## config.mk

```make
export PLATFORM = sky130hd
export DESIGN_NAME = discovery_slot_search
export DESIGN_NICKNAME = d
export VERILOG_FILES = /design/src/hw/rtl/dss_pkg.sv /design/src/hw/rtl/dss_divider.sv /design/src/hw/rtl/dss_slot_walker.sv /design/src/hw/rtl/discovery_slot_search.sv
export SDC_FILE = /design/constraint.sdc
export NUM_CORES = 1
export LEC_CHECK = 0
export BUFFER_PORTS_ARGS = -buffer_cell sky130_fd_sc_hd__buf_4
export CAP_MARGIN = 20
export CORE_UTILIZATION = 35
export CTS_CLUSTER_SIZE = 10
export DETAILED_ROUTE_END_ITERATION = 8
export GPL_TIMING_DRIVEN = 0
export SLEW_MARGIN = 10
export SYNTH_ARGS = -nofsm -noshare
export SYNTH_HDL_FRONTEND = slang
export SYNTH_HIERARCHICAL = 1
export SYNTH_SLANG_ARGS = --single-unit
```

## constraint.sdc

```tcl
create_clock -name i_clk -period 4.45 [get_ports i_clk]
set_clock_uncertainty 0.1 [all_clocks]
set_input_delay 0.2225 -clock i_clk [delete_from_list [all_inputs] [get_ports i_clk]]
set_output_delay 0.2225 -clock i_clk [all_outputs]
set_load 0.05 [all_outputs]
```

## src/hw/rtl/dss_pkg.sv

```systemverilog
package dss_pkg;

    localparam int DEF_MAX_PRIME  = 31;
    localparam int DEF_HYPERSLOTS = 5;
    localparam int DEF_SLOT_US    = 250;

    localparam int OFFSET_W = 18;
    localparam int SLOT_W   = 13;
    localparam int CFG_IDX_W  = 2;
    localparam int CFG_DATA_W = 5;

    localparam logic [CFG_IDX_W-1:0] CFG_PRIME_PERIOD = 2'd0;
    localparam logic [CFG_IDX_W-1:0] CFG_CONTACT_MODE = 2'd1;
    localparam logic [CFG_IDX_W-1:0] CFG_PHASE_MODE   = 2'd2;

    localparam logic [1:0] PHASE_DISCRETE = 2'd2;
    localparam logic [4:0] PRIME_RESET    = 5'd3;
    localparam int         PRIME_MIN      = 3;

    typedef enum logic [1:0] {
        ST_IDLE,
        ST_DIV,
        ST_WALK
    } t_state;

    typedef enum logic [1:0] {
        SLOT_IDLE,
        SLOT_BEACON,
        SLOT_LISTEN
    } t_slot;

    typedef struct packed {
        logic contact_any;
        logic exact;
    } t_walk_mode;

    typedef struct packed {
        logic done;
        logic found;
    } t_walk_res;

endpackage

```

## src/hw/rtl/dss_divider.sv

```systemverilog
module dss_divider #(
    parameter int SLOT_US = dss_pkg::DEF_SLOT_US
) (
    input  logic                                  i_clk,
    input  logic                                  i_rst_n,
    input  logic                                  i_start,
    input  logic [dss_pkg::OFFSET_W-1:0]          i_dividend,
    output logic                                  o_done,
    output logic [dss_pkg::OFFSET_W-1:0]          o_quotient,
    output logic [((SLOT_US > 1) ? $clog2(SLOT_US) : 1)-1:0] o_remainder
);
    import dss_pkg::*;

    localparam int RW = (SLOT_US > 1) ? $clog2(SLOT_US) : 1;
    localparam int SH = OFFSET_W + $clog2(SLOT_US);
    localparam int PW = SH + OFFSET_W;
    localparam logic [63:0] RECIP_FULL =
        ((64'd1 << SH) + 64'(SLOT_US) - 64'd1) / 64'(SLOT_US);
    localparam logic [PW-1:0]       RECIP   = RECIP_FULL[PW-1:0];
    localparam logic [OFFSET_W-1:0] DIVISOR = OFFSET_W'(SLOT_US);

    logic                r_mul;
    logic                r_sub;
    logic                r_done;
    logic [OFFSET_W-1:0] r_x;
    logic [OFFSET_W-1:0] r_q;
    logic [RW-1:0]       r_r;

    logic [PW-1:0]       prod;
    logic [OFFSET_W-1:0] q_times_d;
    logic [OFFSET_W-1:0] rem_full;

    // quotient by reciprocal multiply, exact over the whole dividend range
    assign prod      = PW'(r_x) * RECIP;
    assign q_times_d = r_q * DIVISOR;
    assign rem_full  = r_x - q_times_d;

    always_ff @(posedge i_clk) begin
        if (!i_rst_n) begin
            r_mul  <= 1'b0;
            r_sub  <= 1'b0;
            r_done <= 1'b0;
        end else begin
            r_mul  <= i_start;
            r_sub  <= r_mul;
            r_done <= r_sub;
        end
    end

    always_ff @(posedge i_clk) begin
        if (i_start) r_x <= i_dividend;
        if (r_mul)   r_q <= prod[SH +: OFFSET_W];
        if (r_sub)   r_r <= rem_full[RW-1:0];
    end

    assign o_done      = r_done;
    assign o_quotient  = r_q;
    assign o_remainder = r_r;

endmodule

```

## src/hw/rtl/dss_slot_walker.sv

```systemverilog
module dss_slot_walker #(
    parameter int MAX_PRIME  = dss_pkg::DEF_MAX_PRIME,
    parameter int HYPERSLOTS = dss_pkg::DEF_HYPERSLOTS
) (
    input  logic                                                 i_clk,
    input  logic                                                 i_rst_n,
    input  logic                                                 i_start,
    input  logic [dss_pkg::OFFSET_W-1:0]                         i_shift,
    input  logic [$clog2(MAX_PRIME + 1)-1:0]                     i_p,
    input  logic [$clog2(MAX_PRIME * MAX_PRIME + 1)-1:0]         i_hs,
    input  logic [$clog2(HYPERSLOTS * MAX_PRIME * MAX_PRIME + 1)-1:0] i_span,
    input  dss_pkg::t_walk_mode                                  i_mode,
    output dss_pkg::t_walk_res                                   o_res,
    output logic [$clog2(HYPERSLOTS * MAX_PRIME * MAX_PRIME + 1)-1:0] o_slot
);
    import dss_pkg::*;

    localparam int P_W    = $clog2(MAX_PRIME + 1);
    localparam int HS_W   = $clog2(MAX_PRIME * MAX_PRIME + 1);
    localparam int SPAN_W = $clog2(HYPERSLOTS * MAX_PRIME * MAX_PRIME + 1);

    function automatic t_slot kind(input logic [HS_W-1:0] mhs, input logic [P_W-1:0] mp,
                                   input logic [P_W:0] thr);
        t_slot k;
        if (32'(mhs) < 32'(thr)) k = SLOT_BEACON;
        else if (mp == '0)       k = SLOT_LISTEN;
        else                     k = SLOT_IDLE;
        return k;
    endfunction

    logic              r_run;
    logic              r_done;
    logic              r_found;
    logic              r_act;
    logic [SPAN_W-1:0] r_a;
    logic [SPAN_W-1:0] r_slot;
    logic [P_W-1:0]    r_am_p;
    logic [HS_W-1:0]   r_am_hs;
    logic [P_W-1:0]    r_bm_p;
    logic [HS_W-1:0]   r_bm_hs;

    logic [P_W:0]      thr;
    logic [P_W-1:0]    p_last;
    logic [HS_W-1:0]   hs_last;
    logic [P_W-1:0]    b_p;
    logic [HS_W-1:0]   b_hs;
    logic [P_W-1:0]    a1_p;
    logic [HS_W-1:0]   a1_hs;
    logic [P_W-1:0]    b1n_p;
    logic [HS_W-1:0]   b1n_hs;
    logic [P_W-1:0]    bm1_p;
    logic [HS_W-1:0]   bm1_hs;
    logic              at_shift;
    logic              eval;
    logic              last;
    logic              hit;
    t_slot             sa;
    t_slot             sb;
    t_slot             sa_next;
    t_slot             sb_prev;

    assign thr     = ({1'b0, i_p} + 1'b1) >> 1;
    assign p_last  = i_p - 1'b1;
    assign hs_last = i_hs - 1'b1;

    assign b_p  = r_act ? r_bm_p  : '0;
    assign b_hs = r_act ? r_bm_hs : '0;

    assign a1_p   = (r_am_p  == p_last)  ? '0 : r_am_p  + 1'b1;
    assign a1_hs  = (r_am_hs == hs_last) ? '0 : r_am_hs + 1'b1;
    assign b1n_p  = (b_p  == p_last)  ? '0 : b_p  + 1'b1;
    assign b1n_hs = (b_hs == hs_last) ? '0 : b_hs + 1'b1;
    assign bm1_p  = (b_p  == '0) ? p_last  : b_p  - 1'b1;
    assign bm1_hs = (b_hs == '0) ? hs_last : b_hs - 1'b1;

    assign at_shift = (32'(r_a) == 32'(i_shift));
    assign eval     = r_act || at_shift;
    assign last     = (32'(r_a) == 32'(i_span) - 32'd1);

    assign sa      = kind(r_am_hs, r_am_p, thr);
    assign sb      = kind(b_hs, b_p, thr);
    assign sa_next = kind(a1_hs, a1_p, thr);
    assign sb_prev = kind(bm1_hs, bm1_p, thr);

    always_comb begin
        hit = 1'b0;
        if (!i_mode.contact_any) begin
            if ((sa == SLOT_BEACON && sb == SLOT_LISTEN) ||
                (sa == SLOT_LISTEN && sb == SLOT_BEACON)) begin
                if (i_mode.exact)          hit = 1'b1;
                else if (sa == SLOT_BEACON) hit = (sa_next == SLOT_BEACON);
                else                       hit = (sb_prev == SLOT_BEACON);
            end
        end else if (sa != SLOT_IDLE && sb != SLOT_IDLE) begin
            if (i_mode.exact) hit = 1'b1;
            else              hit = (sa_next != SLOT_IDLE) || (sb_prev != SLOT_IDLE);
        end
    end

    always_ff @(posedge i_clk) begin
        if (!i_rst_n) begin
            r_run   <= 1'b0;
            r_done  <= 1'b0;
            r_found <= 1'b0;
            r_act   <= 1'b0;
        end else begin
            r_done <= 1'b0;
            if (i_start) begin
                r_run   <= 1'b1;
                r_act   <= 1'b0;
                r_found <= 1'b0;
            end else if (r_run) begin
                if (eval && hit) begin
                    r_run   <= 1'b0;
                    r_done  <= 1'b1;
                    r_found <= 1'b1;
                end else if (last) begin
                    r_run   <= 1'b0;
                    r_done  <= 1'b1;
                    r_found <= 1'b0;
                end
                if (eval) r_act <= 1'b1;
            end
        end
    end

    always_ff @(posedge i_clk) begin
        if (i_start) begin
            r_a     <= '0;
            r_am_p  <= '0;
            r_am_hs <= '0;
        end else if (r_run) begin
            r_a     <= r_a + 1'b1;
            r_am_p  <= a1_p;
            r_am_hs <= a1_hs;
            r_bm_p  <= b1n_p;
            r_bm_hs <= b1n_hs;
            if (eval && hit) r_slot <= r_a;
            else if (last)   r_slot <= '0;
        end
    end

    assign o_res.done  = r_done;
    assign o_res.found = r_found;
    assign o_slot      = r_slot;

endmodule

```

## src/hw/rtl/discovery_slot_search.sv

```systemverilog
// Neighbor discovery slot search for a prime-period duty-cycle schedule.
// Configuration: write prime_period (index 0), contact_mode (index 1) and
// phase_mode (index 2) on the cfg channel; a transfer completes when
// i_cfg_valid and o_cfg_ready are high. o_cfg_ready is always high.
// Write only while busy is low and no result is pending.
// Command: drive i_phase_offset_us and raise start; the command is taken
// at a clock edge with start high and busy low. busy then stays high
// until the cycle after the result strobe.
// Search: the offset is split into slot shift and in-slot phase by a
// registered reciprocal multiply, then the slot walker visits one node A
// slot per cycle from slot 0, up to HYPERSLOTS*p*p slots (4805 at p = 31),
// stopping at the first contact.
// Result: o_done is high for exactly one cycle with o_contact_slot and
// o_not_found valid; the receiver cannot stall and must take it then.
// Reset: synchronous active-low i_rst_n aborts any search and restores
// prime_period 3, contact_mode 0, phase_mode 0.
module discovery_slot_search #(
    parameter int MAX_PRIME  = dss_pkg::DEF_MAX_PRIME,
    parameter int HYPERSLOTS = dss_pkg::DEF_HYPERSLOTS,
    parameter int SLOT_US    = dss_pkg::DEF_SLOT_US
) (
    input  logic                               i_clk,
    input  logic                               i_rst_n,
    input  logic                               start,
    output logic                               busy,
    input  logic [dss_pkg::OFFSET_W-1:0]       i_phase_offset_us,
    output logic                               o_done,
    output logic [dss_pkg::SLOT_W-1:0]         o_contact_slot,
    output logic                               o_not_found,
    input  logic                               i_cfg_valid,
    output logic                               o_cfg_ready,
    input  logic [dss_pkg::CFG_IDX_W-1:0]      i_cfg_index,
    input  logic [dss_pkg::CFG_DATA_W-1:0]     i_cfg_data
);
    import dss_pkg::*;

    localparam int P_W    = $clog2(MAX_PRIME + 1);
    localparam int HS_W   = $clog2(MAX_PRIME * MAX_PRIME + 1);
    localparam int SPAN_W = $clog2(HYPERSLOTS * MAX_PRIME * MAX_PRIME + 1);
    localparam int RW     = (SLOT_US > 1) ? $clog2(SLOT_US) : 1;

    t_state            r_state;
    t_state            n_state;
    logic [4:0]        r_prime;
    logic              r_cmode;
    logic [1:0]        r_pmode;
    logic [P_W-1:0]    r_p;
    logic [HS_W-1:0]   r_hs;
    logic [SPAN_W-1:0] r_span;

    logic [31:0]         eff_p;
    logic                accept;
    logic                div_done;
    logic [OFFSET_W-1:0] shift;
    logic [RW-1:0]       slot_phase;
    t_walk_mode          mode;
    t_walk_res           res;
    logic [SPAN_W-1:0]   w_slot;
    logic [31:0]         slot_ext;

    assign accept      = start && !busy;
    assign o_cfg_ready = 1'b1;

    always_comb begin
        if (32'(r_prime) < 32'(PRIME_MIN))     eff_p = 32'(PRIME_MIN);
        else if (32'(r_prime) > 32'(MAX_PRIME)) eff_p = 32'(MAX_PRIME);
        else                                    eff_p = 32'(r_prime);
    end

    always_ff @(posedge i_clk) begin
        if (!i_rst_n) begin
            r_prime <= PRIME_RESET;
            r_cmode <= 1'b0;
            r_pmode <= 2'd0;
        end else if (i_cfg_valid && o_cfg_ready) begin
            unique case (i_cfg_index)
                CFG_PRIME_PERIOD: r_prime <= i_cfg_data;
                CFG_CONTACT_MODE: r_cmode <= i_cfg_data[0];
                CFG_PHASE_MODE:   r_pmode <= i_cfg_data[1:0];
                default:          ;
            endcase
        end
    end

    always_ff @(posedge i_clk) begin
        if (accept) begin
            r_p  <= P_W'(eff_p);
            r_hs <= HS_W'(eff_p * eff_p);
        end
        r_span <= SPAN_W'(32'(HYPERSLOTS) * 32'(r_hs));
    end

    always_ff @(posedge i_clk) begin
        if (!i_rst_n) r_state <= ST_IDLE;
        else          r_state <= n_state;
    end

    always_comb begin
        n_state = r_state;
        busy    = 1'b1;
        unique case (r_state)
            ST_IDLE: begin
                busy = 1'b0;
                if (start) n_state = ST_DIV;
            end
            ST_DIV:  if (div_done) n_state = ST_WALK;
            ST_WALK: if (res.done) n_state = ST_IDLE;
            default: n_state = ST_IDLE;
        endcase
    end

    dss_divider #(
        .SLOT_US(SLOT_US)
    ) u_div (
        .i_clk      (i_clk),
        .i_rst_n    (i_rst_n),
        .i_start    (accept),
        .i_dividend (i_phase_offset_us),
        .o_done     (div_done),
        .o_quotient (shift),
        .o_remainder(slot_phase)
    );

    assign mode.contact_any = r_cmode;
    assign mode.exact       = (slot_phase == '0) || (r_pmode == PHASE_DISCRETE);

    dss_slot_walker #(
        .MAX_PRIME (MAX_PRIME),
        .HYPERSLOTS(HYPERSLOTS)
    ) u_walk (
        .i_clk  (i_clk),
        .i_rst_n(i_rst_n),
        .i_start(div_done),
        .i_shift(shift),
        .i_p    (r_p),
        .i_hs   (r_hs),
        .i_span (r_span),
        .i_mode (mode),
        .o_res  (res),
        .o_slot (w_slot)
    );

    assign slot_ext       = 32'(w_slot);
    assign o_done         = res.done;
    assign o_contact_slot = slot_ext[SLOT_W-1:0];
    assign o_not_found    = !res.found;

endmodule

```

# [After elaboration in Yosys (flattened, before gate mapping)]
# Cells that the tools add are included.
[totals] output_inout_bits=17 memories=0 latchBits=0 reg_bits=138 in_bits=29 word_cells=136 rom_bits=0 ram_bits=0
[op_classes] n_eq_ne=20 mux=36 order_cmp=5 n_reduce_logical=33 mul=4 n_addsub=12 div=0 shifts=0 bitwise=3
[ops] op="$lt 10x5->1" count=4
[ops] op="$mul 18x17->35 const B" count=1
[ops] op="$eq 13x32->1" count=1
[ops] op="$mux 10" count=3
[ops] op="$mux 13" count=2
[ops] op="$mux 2" count=11
[ops] op="$add 10x1->10 const B" count=2
[ops] op="$eq 10x10->1" count=2
[ops] op="$logic_not 5->1" count=4
[ops] op="$mux 5" count=4
[ops] op="$sub 10x1->10 const B" count=2
[ops] op="$mux 1" count=15
[ops] op="$sub 13x1->14 const B" count=1
[ops] op="$add 13x1->13 const B" count=1
[ops] op="$eq 13x11->1" count=1
[ops] op="$mul 3x10->13 const A" count=1
[ops] op="$eq 2x1->1 const B" count=6
[ops] op="$reduce_and 2->1" count=6
[ops] op="$mul 11x7->7 const B" count=1
[ops] op="$add 5x1->5 const B" count=2
[ops] op="$eq 2x2->1 const B" count=5
[ops] op="$eq 5x5->1" count=2
[ops] op="$logic_not 10->1" count=1
[ops] op="$mul 5x5->10" count=1
[ops] op="17 further kinds" count=34

# [Depth between registers and ports, before layout]
[depth] word_depth=15 depth_mapped=18 depth_no_buf=17

# [Hierarchy]
# The synthesis kept the hierarchy.
[modules_own_cells] module="dss_divider" seq_area_each_um2=1171.1 cells_per_inst=528 instances=1 area_each_um2=5718.0
[modules_own_cells] module="dss_slot_walker" seq_area_each_um2=1481.4 cells_per_inst=608 instances=1 area_each_um2=5094.9
[modules_own_cells] module="discovery_slot_search" seq_area_each_um2=830.8 cells_per_inst=193 instances=1 area_each_um2=2010.7

# [Worst setup path before layout]
# No wires, ideal clock.
[synth_timing] path_type="register -> register" startpoint="reg u_div.r_x[6]" endpoint="reg u_div.r_q[4], in the netlist u_div/o_quotient[4] (data pin)" required_time_ns=4.089 setup_time_ns=0.261 t_arrival_ns=4.525 n_path_buf=0 setup_slack_ns=-0.436 period_less_slack_ns=4.886 path_stages_with_launch=18 path_cell_list="edfxtp_1 -> ha_1 -> ha_1 -> fa_1 -> inv_1 -> fa_1 -> inv_1 -> fa_1 -> inv_1 -> fa_1 -> inv_1 -> ha_1 -> and4_1 -> and3_1 -> o2111ai_1 -> a31o_2 -> a21boi_1 -> o32a_1"
[synth_via] elab_chain_len=1
[synth_lines] element="start, declared" line="dss_divider.sv:25" rtl="logic [OFFSET_W-1:0] r_x;"
[synth_lines] element="start signal, assigned" line="dss_divider.sv:51" rtl="if (i_start) r_x <= i_dividend;"
[synth_lines] element="$mul 18x17->35" line="dss_divider.sv:34" rtl="assign prod = PW'(r_x) * RECIP;"
[synth_lines] element="via u_div.prod[30]" line="dss_divider.sv:29" rtl="logic [PW-1:0] prod;"
[synth_lines] element="end signal, assigned" line="dss_divider.sv:52" rtl="if (r_mul) r_q <= prod[SH +: OFFSET_W];"
[synth_lines] element="end, declared" line="dss_divider.sv:26" rtl="logic [OFFSET_W-1:0] r_q;"
# The timed path passes the listed nets, and every way through them passes these cells.
# A chain may end at the register's enable or synchronous reset.

# [Final worst setup path]
[layout_timing] startpoint="reg u_div.r_x[7]" endpoint="reg u_div.r_q[4], in the netlist u_div/o_quotient[4] (data pin)"
# Same word-level chain as after synthesis.

==> reports/qor.yml <==
post-synth-top-count-cell: "ha_1"
via_per_inst: 5.03
endpoint_kind: "flop"
core_um2: 35800
run_status: "finished with violations"
grt_start_max_net_pins: 20
final.fill_count: 3407
synth_area_um2: 12800
critPathSlowestCell: "edfxtp_1"
root_buffer: "clkbuf_16"
fin_area_um2: 15500
hold_class: "in2reg"
synth_largest_area_cell: "ha_1"
cts-htree-levels: 4
synthFlopType: "edfxtp_1"
synth_edf_count: 78
synth.area.top_cells: "ha_1 (21%), edfxtp_1 (18%), dfxtp_1 (8.9%)"
power_density_nw_per_um2: 435
yosys_warnings: 6
drtIter0Drc: 539
cts.sinks: 135
switching_share: 0.399
relSlewSlack: 0.415
synth_top_area_share: 0.210
worstPathArrival_ns: 5.02
grt_pass1_vias: 9840
avgSynthCellArea_um2: 9.65
critical_path.most_common_cell: "fa_1"
io_buffers: 44
grtUsageTotal: 0.165
grt_pass1_wl_mm: 49.1
critPathRequiredTime_ns: 4.54
worst_pin_slew_ns: 0.870
final_util: 0.433
areaGrowthSynthToFinish_pct: 20.9
worstSetupPathType: "reg2reg"
finalHoldViolations: 0
synth.distinct_cells: 96
drive_above_1_share: 0.158
clk_pin_slew_worst_paths_ns: 0.06
crit_fanout: 4
die_w_um: 193
cts_tree: "built"
antenna_found_initial: 0
async_flop_share: 0
seq_power_share: 0.250
hold_ws_ns: 0.0187
n_antenna_cell: 0
failed_checks: "design-rule violations, negative setup slack"
hpwl_mm: 22.6
cts_buffers: 17
io_pins: 46
min_period_ns: 4.93
slew_violations: 0
crit_chain: "ha_1, ha_2, fa_1, inv_1, fa_1, inv_1, fa_1, inv_2, fa_1, inv_2, ha_4, and4_4, and3_4, o2111ai_4, a31oi_4, nor3_2, o32a_1"
die-area_um2: 37400
globalplace.congestion: 0.868
p_int_uw: 4050
fin_setup_tns_ns: -4.39
syn_inst: 1329
start_util: 0.358
p_comb_frac: 0.535
slowest_delay_ns: 0.53
antenna_left: 0
fmax_ghz: 0.203
p_leak_uw: 0.00690
routed_wl_mm: 29.7
setup_viol: 11
rsz0062_at_grt: "true"
grt_overflow: 0
yosysSeqAreaShare: 0.272
ys_top_cells_by_count: "ha_1 (215), inv_1 (163), nor2_1 (80)"
ir_worst_vdd_mv: 0.334
die_h_um: 193
clk_latency_ns: 0.45
drc: 5
post_drt_wl_per_cell_um: 15.2
fin_nets: 1782
dr.pass1.iters: 7
via_count: 9859
finalCritPeriodShare: 1.11
row_count: 69
synth-seq-cells: 135
setup_ws_ns: -0.480
p_switching_uw: 2690
placement.cell_area_um2: 14000
critPathLaunchType: "flop"
clk_path_buf_depth: 2
clkPwrFrac: 0.215
max_cap_viol_count: 0
[final timing paths]
check,from,end,slack [ns],cells after the start
setup / recovery,u_div/r_x[7],u_div/o_quotient[4],-0.48,17
hold / removal,i_rst_n,r_prime[1],0.02,2
setup reg to reg,u_div/r_x[7],u_div/o_quotient[4],-0.48,17
hold reg to reg,r_pmode[0],r_pmode[0],0.43,2
[sequential cells by signal, summed over array words and instances, names as in the netlist, 2 cells and up]
name / cells
u_walk/r_am_hs: 10
u_walk/r_bm_hs: 10
u_walk/r_a: 13
r_p: 5
u_div/o_remainder: 8
r_pmode: 2
r_state: 2
u_walk/r_bm_p: 5
r_span: 12
u_div/r_x: 18
r_hs: 8
u_walk/r_am_p: 5
r_prime: 5
u_div/o_quotient: 11
u_walk/o_slot: 13
[critical path: cells and delay by family, from the launching register on]
kind	cells	cell delay, ns
DFF	1	0.53
buffers and inverters	4	0.20
adders and majority gates	7	2.79
and+or+nand+nor	3	0.49
AOI/OAI and AO/OA	3	0.56
[final cells by class]
class	instances	area, um^2	area share
repair buffers	129	1080	0.0698
well taps	461	577	0.0372
multi-input cells	992	8890	0.574
clock inverters	14	149	0.00961
flip-flops and latches	135	3480	0.225
plain buffers	47	254	0.0164
inverters	163	612	0.0395
clock buffers	18	450	0.0291
[layer usage]
layer  track usage  vias up  wire [um]
li1              -     4967          -
met1         0.204     4699      13600
met2         0.284      154      14200
met3        0.0314       39       1060
met4        0.0634        0        824
met5             0        -          0
[cell usage in the layout (no fill, tap or decap), drive strengths merged, types with 5 or more instances in the layout]
cell,netlist,layout
a211oi,5,5
a21o,16,16
a21oi,49,49
a31oi,11,11
and2,11,11
and3,16,16
buf,17,123
clkbuf,33,47
conb,3,14
dfxtp,57,57
dlygate4sd3,0,24
edfxtp,78,78
fa,53,53
ha,215,215
inv,163,174
mux2i,16,16
nand2,61,61
nand2b,15,15
nand3,33,33
nand4,13,13
nor2,80,80
nor2b,34,34
nor3,27,27
nor3b,17,17
nor4,18,18
o2111ai,5,5
o211ai,6,6
o21ai,40,40
o31ai,9,9
o41ai,5,5
or2,5,5
or3,10,10
or4,7,7
xnor2,72,72
xor2,57,57
[through the flow]
step	setup slack (ns)	cells	total power, uW
after floorplan	-0.147	1340	4300
after global placement	-0.848	1845	4930
after detailed placement	-0.873	1846	5020
after CTS	-0.495	1935	6700
after global routing	-0.618	1959	7360
final	-0.480	1959	6750
[cell families (layout without fill, tap and decap cells)]
kind of cell             count (synthesis)  after routing  share of synthesized area
AO/OA/AOI/OAI                          197            197                      0.111
XOR/XNOR                               129            129                     0.0881
adder cells (fa/ha/maj)                268            268                      0.293
buffers and inverters                  213            371                     0.0671
flip-flops                             135            135                      0.272
multiplexers                            18             18                     0.0142
other                                    3             14                   0.000878
AND/OR/NAND/NOR                        366            366                      0.155
[power by group through the flow]
stage                     Combinational (uW)  Clock [uW]  Sequential (uW)
after global placement                  3210           0             1720
after floorplan                         2650           0             1660
final                                   3610        1450             1680
after global routing                    4110        1550             1700
after detailed placement                3300           0             1720
after CTS                               3520        1500             1690
[repair_timing]
item                                   in CTS  in global routing
gates resized for setup                    25                 27
setup endpoints to repair                  40                 38
hold buffers                               24                  0
endpoints found under the hold margin      26                  0
setup buffers                              36                 23
cloned                                      0                  1
pin swaps                                  14                 19
Note: power is estimated with default switching activity, not from simulation.
